**src/rtl/hidkb_pkg.sv**
```systemverilog
package hidkb_pkg;

    localparam int KEY_SLOTS  = 6;
    localparam int SLOT_MAX   = 6;
    localparam int SLOT_LIMIT = (KEY_SLOTS > SLOT_MAX) ? SLOT_MAX :
                                ((KEY_SLOTS < 1) ? 1 : KEY_SLOTS);

    localparam logic [4:0] MOD_PREFIX    = 5'b11100;   // usages 0xE0..0xE7
    localparam logic [7:0] ROLLOVER_CODE = 8'h01;
    localparam logic [7:0] EMPTY_CODE    = 8'h00;
    localparam logic [2:0] ROLLOVER_COUNT = 3'(SLOT_MAX);

    typedef struct packed {
        logic       pressed;
        logic [7:0] usage;
        logic       last_key;
    } key_req_t;

    typedef struct packed {
        logic [7:0] modifiers;
        logic [7:0] key_slot_0;
        logic [7:0] key_slot_1;
        logic [7:0] key_slot_2;
        logic [7:0] key_slot_3;
        logic [7:0] key_slot_4;
        logic [7:0] key_slot_5;
        logic [2:0] key_count;
        logic       rollover;
    } report_t;

    typedef struct packed {
        logic       accept;
        logic       take;
        logic       last;
        logic [7:0] code;
    } slot_cmd_t;

    typedef struct packed {
        logic [SLOT_MAX-1:0][7:0] slots;
        logic [2:0]               count;
        logic                     rollover;
    } slot_view_t;

endpackage

```
**src/rtl/hidkb_slot_table.sv**
```systemverilog
module hidkb_slot_table import hidkb_pkg::*;
(
    input  logic       clk,
    input  logic       rst_n,
    input  slot_cmd_t  cmd,
    output slot_view_t view
);

    logic [SLOT_MAX-1:0][7:0] slot_reg;
    logic [2:0]               fill_reg;
    logic [2:0]               fill_next;
    logic                     roll_reg;
    logic                     roll_next;
    logic                     full;
    logic                     seen;
    logic                     insert;

    assign full = (fill_reg >= 3'(SLOT_LIMIT));

    // duplicate check against the filled slots only
    always_comb
    begin
        seen = 1'b0;
        for (int j = 0; j < SLOT_MAX; j++)
        begin
            if ((3'(j) < fill_reg) && (slot_reg[j] == cmd.code))
            begin
                seen = 1'b1;
            end
        end
    end

    assign insert    = cmd.take && !full && !seen;
    assign roll_next = roll_reg || (cmd.take && full);
    assign fill_next = fill_reg + {2'b00, insert};

    // view of the table including the current request
    always_comb
    begin
        for (int k = 0; k < SLOT_MAX; k++)
        begin
            if (roll_next)
            begin
                view.slots[k] = ROLLOVER_CODE;
            end
            else if (3'(k) < fill_next)
            begin
                view.slots[k] = (insert && (3'(k) == fill_reg)) ? cmd.code : slot_reg[k];
            end
            else
            begin
                view.slots[k] = EMPTY_CODE;
            end
        end
        view.count    = roll_next ? ROLLOVER_COUNT : fill_next;
        view.rollover = roll_next;
    end

    always_ff @(posedge clk or negedge rst_n)
    begin
        if (!rst_n)
        begin
            fill_reg <= 3'd0;
            roll_reg <= 1'b0;
        end
        else if (cmd.accept)
        begin
            if (cmd.last)
            begin
                fill_reg <= 3'd0;
                roll_reg <= 1'b0;
            end
            else
            begin
                fill_reg <= fill_next;
                roll_reg <= roll_next;
            end
        end
    end

    always_ff @(posedge clk)
    begin
        if (cmd.accept && insert)
        begin
            slot_reg[fill_reg] <= cmd.code;
        end
    end

`ifndef NO_ASSERTIONS
    a_fill_bound: assert property (@(posedge clk) disable iff (!rst_n)
        fill_reg <= 3'(SLOT_LIMIT))
        else $error("slot fill beyond limit");

    a_scan_clear: assert property (@(posedge clk) disable iff (!rst_n)
        cmd.accept && cmd.last |=> (fill_reg == 3'd0) && !roll_reg)
        else $error("slot table not cleared after last key");

    a_no_insert_full: assert property (@(posedge clk) disable iff (!rst_n)
        full |-> !insert)
        else $error("insert into full slot table");
`endif

endmodule

```
**config.mk**
```make
export PLATFORM = sky130hd
export DESIGN_NAME = hidkb_slot_table
export DESIGN_NICKNAME = d
export VERILOG_FILES = /design/src/rtl/hidkb_pkg.sv /design/src/rtl/hidkb_slot_table.sv
export SDC_FILE = /design/constraint.sdc
export NUM_CORES = 1
export LEC_CHECK = 0
export ABC_AREA = 1
export BUFFER_PORTS_ARGS = -buffer_cell sky130_fd_sc_hd__buf_4
export CORE_MARGIN = 1
export CORE_UTILIZATION = 48
export CTS_BUF_LIST = sky130_fd_sc_hd__clkbuf_8
export DETAILED_ROUTE_END_ITERATION = 16
export PLACE_DENSITY_LB_ADDON = 0.15
export SLEW_MARGIN = 10
export SYNTH_ARGS = -nofsm -noshare
export SYNTH_HDL_FRONTEND = slang
export SYNTH_SLANG_ARGS = --single-unit
export TNS_END_PERCENT = 50
```
**constraint.sdc**
```tcl
create_clock -name clk -period 4.04 [get_ports clk]
set_input_delay 0.808 -clock clk [delete_from_list [all_inputs] [get_ports clk]]
set_output_delay 0.808 -clock clk [all_outputs]
set_load 0.02 [all_outputs]
```
# Word-level counts from Yosys, hierarchy flattened
# Index checks and enable logic that the tools add are counted.
[op_classes]
n_reduce_logical = 21
n_mux = 30
add_sub_neg = 1
magnitude_cmp = 15
eq_ne = 11
[ops]
columns = ["operator", "count"]
rows = [
  ["2-to-1 mux 8 bit", 19],
  ["bitwise mux 48 bit", 1],
  ["equality test 8 bit", 6],
  ["demux 8 bit (select 3 bit)", 1],
  ["logical AND 1 bit", 17],
  ["less-than comparator 1 x 3 -> 1 bit, first input constant", 4],
  ["less-than comparator 2 x 3 -> 1 bit, first input constant", 4],
  ["less-than comparator 3 bit, first input constant", 4],
  ["2-to-1 mux 1 bit", 7],
  ["equality test 2 x 3 -> 1 bit, first input constant", 2],
  ["equality test 3 bit, first input constant", 2],
  ["2-to-1 mux 3 bit", 2],
  ["less-than comparator 3 x 4 -> 1 bit, second input constant", 1],
  ["adder 3 x 1 -> 3 bit", 1],
  ["equality test 1 x 3 -> 1 bit, first input constant", 1],
  ["greater-or-equal comparator 3 x 1 -> 1 bit, second input constant", 1],
  ["greater-or-equal comparator 3 bit, second input constant", 1],
  ["logical NOT 3 bit", 1],
  ["logical NOT 1 bit", 2],
  ["logical OR 1 bit", 1],
]
[totals]
ff_bits = 52
elab_cells = 86
input_bits = 13
out_inout_bits = 52

# Depth between registers and ports, before layout
# Gate-level depths: netlist of run 1.
[logic_depth]
ltp_word = 14
mapped_depth = 17
mapped_depth_nobuf = 17

# Worst setup path after synthesis of run 1
# No wires, ideal clock.
[synth_timing]
path_kind = "input to output"
from = "input cmd[3] in the netlist's numbering"
to = "output view[21] in the netlist's numbering"
path_buffers = 1
cell_stages = 14
path_slack_ns = 0.223
t_required_ns = 3.232
arrival_ns = 3.009
cell_sequence = "buf_4 xor2_1 nor2_1 nand3_1 nor2_2 nor4_1 ha_1 ha_1 xor2_1 nor2_1 nor2_4 o21a_1 nand2_1 nor2_1"
[synth_lines]
columns = ["element", "line", "rtl"]
rows = [
  ["from (decl)", "hidkb_slot_table.sv:5", "input slot_cmd_t cmd,"],
  ["to (decl)", "hidkb_slot_table.sv:6", "output slot_view_t view"],
]

==> flow_summary.json, run 1 <==
{
  "status": "finished clean",
  "ys_seq_area_share_pct": 42.5,
  "syn_inst": 513,
  "cts_hold_buf": 0,
  "area_delta_synth_final_pct": 28.7,
  "portBuffers": 64,
  "io_pins": 65,
  "cp-start-kind": "input pin",
  "die_w_um": 89.0,
  "first_iter_violations": 386,
  "final.min_clock_period_ns": 3.97,
  "ys_types": 27,
  "fin_skew_ns": 0.00529,
  "core.rowCount": 31,
  "largest_reg_flops": 48,
  "drc": 0,
  "nFillCells": 673,
  "antenna_found_initial": 0,
  "ys_ff_latch": 52,
  "place_ws_ns": -0.125,
  "setup_viol": 0,
  "die_h_um": 89.0,
  "hold_path_class": "input pin to async pin",
  "fin_nets": 617,
  "synth_top_area_cell": "edfxtp_1",
  "clock_path_buffers": 2,
  "wl_mm": 10.2,
  "clockRootBuffer": "clkbuf_8",
  "synth_warnings": 0,
  "critPathKind": "input pin to primary output",
  "syn_area_sq_um": 3630,
  "grt_max_degree": 17,
  "antenna-diode-count": 0,
  "fp.dieArea_sq_um": 7920,
  "leakage_uw": 0.00245,
  "synth_top_area_share_pct": 39.7,
  "cellPowerDensity_nw_per_um2": 306,
  "post-route-util_pct": 64.1,
  "vias_per_cell": 5.04,
  "grt_usage_pct": 26.5,
  "gp_congestion": 0.960,
  "drt.antenna.violating_nets": 0,
  "hold_viol_final": 0,
  "slowest_delay_ns": 0.26,
  "power_uw": 1430,
  "post-route-period-util_pct": 98.3,
  "crit_chain": "buf_6, buf_6, nand2_1, nand2_1, nand3_2, nor2_1, nand3_1, nand2_2, nor4_4, ha_2, ha_4, xor2_2, buf_4, inv_2, nor3_4, buf_6, nand2_2, nor2_1, buf_4",
  "synth_area_leaders": "edfxtp_1 (40%), nand2_1 (18%), nor2_1 (12%), inv_1 (8.0%), dfrtp_1 (2.8%)",
  "first_global_vias": 3095,
  "cp_max_fo": 8,
  "drtPass1Iterations": 5,
  "cp_slowest_cell": "nor4_4",
  "drive_above_1_share_pct": 26.0,
  "cts.sinks": 52,
  "place_inst": 690,
  "grt_pass1_wl_mm": 15.6,
  "relSlewSlack_pct": 47.6,
  "clock_latency_ns": 0.31,
  "syn_nets": 528,
  "multiInputGateArea_sq_um": 1780,
  "wl_per_cell_um": 14.6,
  "vias": 3538,
  "cts_tree": "done",
  "h-tree-depth": 2,
  "crit_top_cell": "buf_6",
  "cts_buffers": 5,
  "clock.fmax_ghz": 0.252,
  "clk_pin_slew_ns": 0.10,
  "hpwl_mm": 7.50,
  "core_area_sq_um": 7290,
  "overflow": 0,
  "fin_cells": 702,
  "arrival_ns": 3.16,
  "timing.final.ws_setup_ns": 0.0674,
  "syn_area_per_cell_sq_um": 7.08,
  "peakVddDrop_mv": 0.143,
  "setup_tns_ns": 0,
  "max_slew.worst_pin.slew_ns": 0.777,
  "slew_violations": 0,
  "worstSetupEndpointType": "primary output",
  "ff_latch_area_sq_um": 1540,
  "start_util_pct": 49.8,
  "drv_cap": 0,
  "cp.required_ns": 3.23
}
[cell families (layout without fill, tap and decap cells)]
family / after synthesis / in the layout / share of synthesized area (%)
xor+xnor: 12 / 12 / 2.89
fa+ha+maj: 2 / 2 / 0.689
simple gates: 335 / 335 / 39.4
buf+inv: 97 / 187 / 12.2
flops: 52 / 52 / 42.5
compound gates: 15 / 15 / 2.41
[repair_timing]
item	4_1_cts	5_1_grt
gates resized for setup	4	53
pin swaps	0	15
buffers inserted	0	4
setup endpoints to repair	24	44
[synth_stat cells, drive strengths merged]
cell	n
nand2	178
nor2	123
inv	81
edfxtp	48
nand3	22
buf	16
nand4	7
o21ai	6
xnor2	6
xor2	6
o22ai	5
dfrtp	4
nor3	4
a21oi	3
ha	2
nor4	1
o21a	1
[worst paths after layout]
kind,from,end,cells after the start,slack (ns)
min in group clk,roll_reg,roll_reg,4,0.63
worst max-delay path,cmd[4],view[50],19,0.07
worst max register to register,fill_reg[2],slot_reg[42],10,1.08
worst min register to register,roll_reg,roll_reg,4,0.63
max in group asynchronous,rst_n,fill_reg[1],1,3.67
worst min-delay path,rst_n,fill_reg[2],1,0.26
[placed cells by master (no fill, tap or decap), drive strengths merged]
master	count
a21oi	3
buf	98
bufinv	1
clkbuf	5
clkinv	1
clkinvlp	1
dfrtp	4
edfxtp	48
ha	2
inv	81
nand2	178
nand3	22
nand4	7
nor2	123
nor3	4
nor4	1
o21a	1
o21ai	6
o22ai	5
xnor2	6
xor2	6
[per-layer routing]
layer | vias up | GRT usage [%] | part of all wire (%)
met5 | - | 0 | 0
met4 | 0 | 5.48 | 1.2
met3 | 13 | 2.95 | 8.1
met2 | 150 | 43.0 | 47
met1 | 1631 | 38.7 | 44
li1 | 1744 | - | -
[per-stage QoR]
stage | area, sq um | hold WS, ns
CTS | 4450 | 0.264
floorplan | 3630 | 0.512
global placement | 4320 | 0.570
global route | 4670 | 0.258
detailed placement | 4320 | 0.599
finish | 4670 | 0.263
[area by class of cell]
cell class | count | share of cell area [%]
inverter | 81 | 6.83
clock inverter | 3 | 0.911
sequential | 52 | 33.0
tap | 99 | 2.65
multi-input combinational | 364 | 38.0
timing repair buffer | 98 | 17.1
clock buffer | 5 | 1.47
[report_power, final]
| part | leakage (uW) | switching, uW | internal (uW) |
|---|---|---|---|
| registers | 0.000486 | 12.3 | 604 |
| clock network | 0.0000541 | 189 | 184 |
| logic | 0.00191 | 269 | 174 |
[worst max-delay path, delay by kind of cell]
kind | cells | cell delay, ns
simple gates | 10 | 1.02
buf+inv | 6 | 0.75
fa+ha+maj | 2 | 0.40
xor+xnor | 1 | 0.18
(Power assumes the default switching activity.)
==> run 2, diff against run 1 <==
- GPL_TIMING_DRIVEN: default -> 0
==> flow_summary.json, run 2 (synthesized netlist as in run 1, its figures left out) <==
{
  "hold-worst-slack_ns": 0.255,
  "start_util_pct": 49.8,
  "place_ws_ns": -0.499,
  "crit_chain": "buf_4, buf_6, a21oi_1, nand2_1, nor2_1, nand3_2, nand2_4, nor4_4, ha_2, ha_4, xor2_2, buf_6, o21ai_1, nor2_2, buf_6, nand2_1, nor2_2, buf_6",
  "io_pins": 65,
  "status": "finished clean",
  "h-tree-depth": 2,
  "core.rowCount": 31,
  "clock_path_buffers": 2,
  "hold_path_class": "input pin to async pin",
  "wl_per_cell_um": 15.8,
  "clock.fmax_ghz": 0.252,
  "cts.sinks": 52,
  "relSlewSlack_pct": 53.2,
  "arrival_ns": 3.15,
  "fin_skew_ns": 0.0135,
  "setup_viol": 0,
  "worstSetupEndpointType": "primary output",
  "hold_viol_final": 0,
  "nFillCells": 622,
  "peakVddDrop_mv": 0.180,
  "area_delta_synth_final_pct": 34.1,
  "gp_congestion": 0.976,
  "clock_latency_ns": 0.32,
  "first_iter_violations": 341,
  "first_global_vias": 3202,
  "cellPowerDensity_nw_per_um2": 290,
  "vias_per_cell": 5.17,
  "drt.antenna.violating_nets": 0,
  "wl_mm": 11.2,
  "place_inst": 676,
  "die_w_um": 89.0,
  "final.min_clock_period_ns": 3.96,
  "path_buf_inv": 5,
  "drc": 0,
  "cts_tree": "done",
  "overflow": 0,
  "drv_cap": 0,
  "rsz0062_at_grt": "true",
  "final_cell_mix": "nand2_1 (172), nor2_1 (102), inv_1 (75)",
  "portBuffers": 64,
  "fin_nets": 624,
  "grt_usage_pct": 27.1,
  "crit_top_cell": "buf_6",
  "cp-start-kind": "input pin",
  "cts_buffers": 5,
  "antenna-diode-count": 0,
  "fp.dieArea_sq_um": 7920,
  "critPathTopFamily": "simple AND/OR/NAND/NOR gates",
  "critPathKind": "input pin to primary output",
  "cp_slowest_cell": "ha_2",
  "clockRootBuffer": "clkbuf_8",
  "slew_violations": 0,
  "clk_pin_slew_ns": 0.11,
  "hpwl_mm": 7.25,
  "fin_cells": 709,
  "cp_max_fo": 10,
  "drtPass1Iterations": 5,
  "setup_tns_ns": 0,
  "largest_reg_flops": 48,
  "timing.final.ws_setup_ns": 0.0776,
  "grt_max_degree": 19,
  "drive_above_1_share_pct": 27.0,
  "cp.required_ns": 3.23,
  "grt_pass1_wl_mm": 15.6,
  "power_uw": 1410,
  "max_slew.worst_pin.slew_ns": 0.694,
  "antenna_found_initial": 0,
  "post-route-period-util_pct": 98.1,
  "vias": 3662,
  "die_h_um": 89.0,
  "final_common_cell": "nand2_1",
  "leakage_uw": 0.00252,
  "slowest_delay_ns": 0.23,
  "core_area_sq_um": 7290
}
## run 2: final timing paths
check | start | to | slack [ns] | depth (start not counted)
worst max-delay path | cmd[7] | view[37] | 0.08 | 18
worst min-delay path | rst_n | fill_reg[0] | 0.25 | 1
worst max register to register | fill_reg[1] | slot_reg[24] | 1.32 | 12
worst min register to register | roll_reg | roll_reg | 0.61 | 4
max in group asynchronous | rst_n | fill_reg[2] | 3.66 | 1
min in group clk | roll_reg | roll_reg | 0.61 | 4
## run 2: what timing repair did
action	CTS	global route
hold buffers	0	0
pin swaps	4	16
endpoints found under the setup margin	44	44
cloned	0	4
setup buffers	8	13
resized for setup	25	52
## run 2: stage by stage
stage	util [%]	instance area, sq um
final	66.8	4870
after global routing	66.8	4870
after CTS	61.5	4480
after detailed placement	58.1	4240
after global placement	58.1	4240
after floorplan	-	3630
## run 2: routing by layer
metal  vias up  wire length, um  GRT usage (%)
li1       1764                -              -
met2       189             5480           43.4
met4         0              293           14.6
met3        23              773           2.49
met1      1686             4640           36.6
met5         -                0              0
## run 2: where the power goes
group	total (uW)	switching (uW)	leakage [uW]	internal, uW
Combinational	478	282	0.00198	196
Sequential	614	10.9	0.000486	604
Clock	322	195	0.0000452	127
## run 2: worst register-to-register path, delay by kind of cell (launching register included)
family	cells	cell delay [ns]
flip-flops	1	0.48
AND/OR/NAND/NOR	8	1.27
buffers and inverters	4	0.60
## run 2: final cells by class
| cell class | instances | area [sq um] | area share (%) |
|---|---|---|---|
| plain buffers | 16 | 206 | 4.24 |
| clock buffers | 5 | 68.8 | 1.41 |
| clock inverters | 3 | 25.0 | 0.514 |
| inverters | 81 | 309 | 6.34 |
| multi-input cells | 364 | 1780 | 36.6 |
| flip-flops and latches | 52 | 1540 | 31.7 |
| well taps | 99 | 124 | 2.54 |
| repair buffers | 89 | 813 | 16.7 |
==> run 3, diff against run 2 <==
- CORE_UTILIZATION: 48 -> 40
==> flow_summary.json, run 3 (synthesized netlist as in run 1, its figures left out) <==
{
  "fin_skew_ns": 0.0107,
  "nFillCells": 825,
  "top_layer_used": "met4",
  "clock.fmax_ghz": 0.252,
  "post-route-period-util_pct": 98.2,
  "wl_mm": 11.5,
  "core.rowCount": 34,
  "wl_met1_mm": 5.04,
  "cts.sinks": 52,
  "area_delta_synth_final_pct": 37.0,
  "critPathKind": "input pin to primary output",
  "p_switching_uw": 476,
  "rsz0062_at_grt": "true",
  "vias": 3565,
  "hpwl_mm": 7.40,
  "multiInputGateArea_sq_um": 1820,
  "post-route-util_pct": 56.8,
  "antenna-diode-count": 0,
  "grt_max_degree": 16,
  "peakVddDrop_mv": 0.133,
  "arrival_ns": 3.16,
  "cts_hold_buf": 0,
  "internal_power_uw": 925,
  "drtPass1Iterations": 5,
  "cp_max_fo": 10,
  "drc": 0,
  "overflow": 0,
  "cp.required_ns": 3.23,
  "cp-start-kind": "input pin",
  "fin_nets": 630,
  "cp_slowest_cell": "nor4_4",
  "p_seq_share_pct": 43.9,
  "h-tree-depth": 2,
  "drive_above_1_share_pct": 28.9,
  "ff_latch_area_sq_um": 1540,
  "max_slew.worst_pin.slew_ns": 0.715,
  "antenna_found_initial": 0,
  "route.met3.wl_um": 767,
  "wl_met2_mm": 5.40,
  "clockRootBuffer": "clkbuf_8",
  "drt.antenna.violating_nets": 0,
  "final.min_clock_period_ns": 3.97,
  "fp.dieArea_sq_um": 9460,
  "grt_pass1_wl_mm": 16.5,
  "crit_top_cell": "buf_6",
  "clock_path_buffers": 2,
  "grt_usage_pct": 22.6,
  "leakage_uw": 0.00255,
  "setup_viol": 0,
  "die_w_um": 97.3,
  "status": "finished clean",
  "core_area_sq_um": 8760,
  "gp_congestion": 0.886,
  "clk_pin_slew_ns": 0.10,
  "first_iter_violations": 267,
  "largest_reg_flops": 48,
  "vias_per_cell": 4.93,
  "final_common_cell": "nand2_1",
  "power_uw": 1400,
  "slew_violations": 0,
  "relSlewSlack_pct": 51.8,
  "swShare_pct": 34.0,
  "slowest_delay_ns": 0.23,
  "worstSetupEndpointType": "primary output",
  "io_pins": 65,
  "drv_cap": 0,
  "cts_tree": "done",
  "clockPowerShare_pct": 21.1,
  "start_util_pct": 41.4,
  "hold_path_class": "input pin to async pin",
  "portBuffers": 64,
  "power_frac_comb_pct": 35.0,
  "die_h_um": 97.3,
  "clock_latency_ns": 0.31,
  "crit_chain": "buf_4, buf_6, o22ai_2, nor2_1, nand3_2, nand2_2, nor4_4, ha_2, ha_4, xor2_2, buf_6, nor2_4, nor2_4, o21a_4, nand2_1, nor2_2, buf_6",
  "hold_viol_final": 0,
  "cellPowerDensity_nw_per_um2": 282,
  "final_cell_mix": "nand2_1 (172), nor2_1 (102), buf_4 (76)",
  "wl_per_cell_um": 15.9,
  "first_global_vias": 3188,
  "cts_buffers": 5
}
## run 3: timing repair
item / CTS / global route
endpoints found under the setup margin: 46 / 44
buffers inserted: 10 / 17
pin swaps: 3 / 15
cloned: 0 / 4
resized for setup: 23 / 68
endpoints found under the hold margin: 0 / 0
## run 3: final timing paths
check	start	to	slack [ns]	cells after the start
min	rst_n	fill_reg[1]	0.27	1
max	cmd[7]	view[23]	0.07	17
min reg2reg	roll_reg	roll_reg	0.61	4
max in group asynchronous	rst_n	fill_reg[2]	3.64	1
min in group clk	roll_reg	roll_reg	0.61	4
max reg2reg	fill_reg[1]	slot_reg[31]	1.24	12
## run 3: per-stage QoR
stage,setup TNS [ns],cell area [sq um],std cells,hold WS [ns],worst slack (ns)
2_1_floorplan,0,3630,513,0.512,0.223
3_3_place_gp,-12.40,4250,685,0.570,-0.475
3_5_place_dp,-16.03,4250,685,0.600,-0.562
4_1_cts,0,4500,702,0.274,0.00629
5_1_grt,-0.134,4970,723,0.266,-0.0355
6_report,0,4970,723,0.273,0.0729
## run 3: layer usage
| metal | up-vias | track usage (%) |
|---|---|---|
| li1 | 1772 | - |
| met1 | 1639 | 31.8 |
| met2 | 136 | 36.8 |
| met3 | 18 | 3.67 |
| met4 | 0 | 4.86 |
| met5 | - | 0 |
## run 3: worst max-delay path, delay by kind of cell
| family | cells | cell delay [ns] |
|---|---|---|
| AO/OA/AOI/OAI | 2 | 0.39 |
| XOR/XNOR | 1 | 0.14 |
| adder cells (fa/ha/maj) | 2 | 0.36 |
| buffers and inverters | 4 | 0.61 |
| AND/OR/NAND/NOR | 8 | 0.83 |
## run 3: power groups by stage
stage / Combinational, uW / Clock (uW) / Sequential [uW]
2_1_floorplan: 250 / 0 / 623
3_3_place_gp: 395 / 0 / 625
3_5_place_dp: 399 / 0 / 625
4_1_cts: 425 / 298 / 613
5_1_grt: 529 / 315 / 616
6_report: 490 / 296 / 615
## run 3: area by class of cell
type,instances,area share [%]
inverters,81,6.36
well taps,108,2.72
repair buffers,95,17.4
clock buffers,5,1.38
plain buffers,16,4.25
clock inverters,2,0.252
multi-input cells,364,36.6
flip-flops and latches,52,31.0
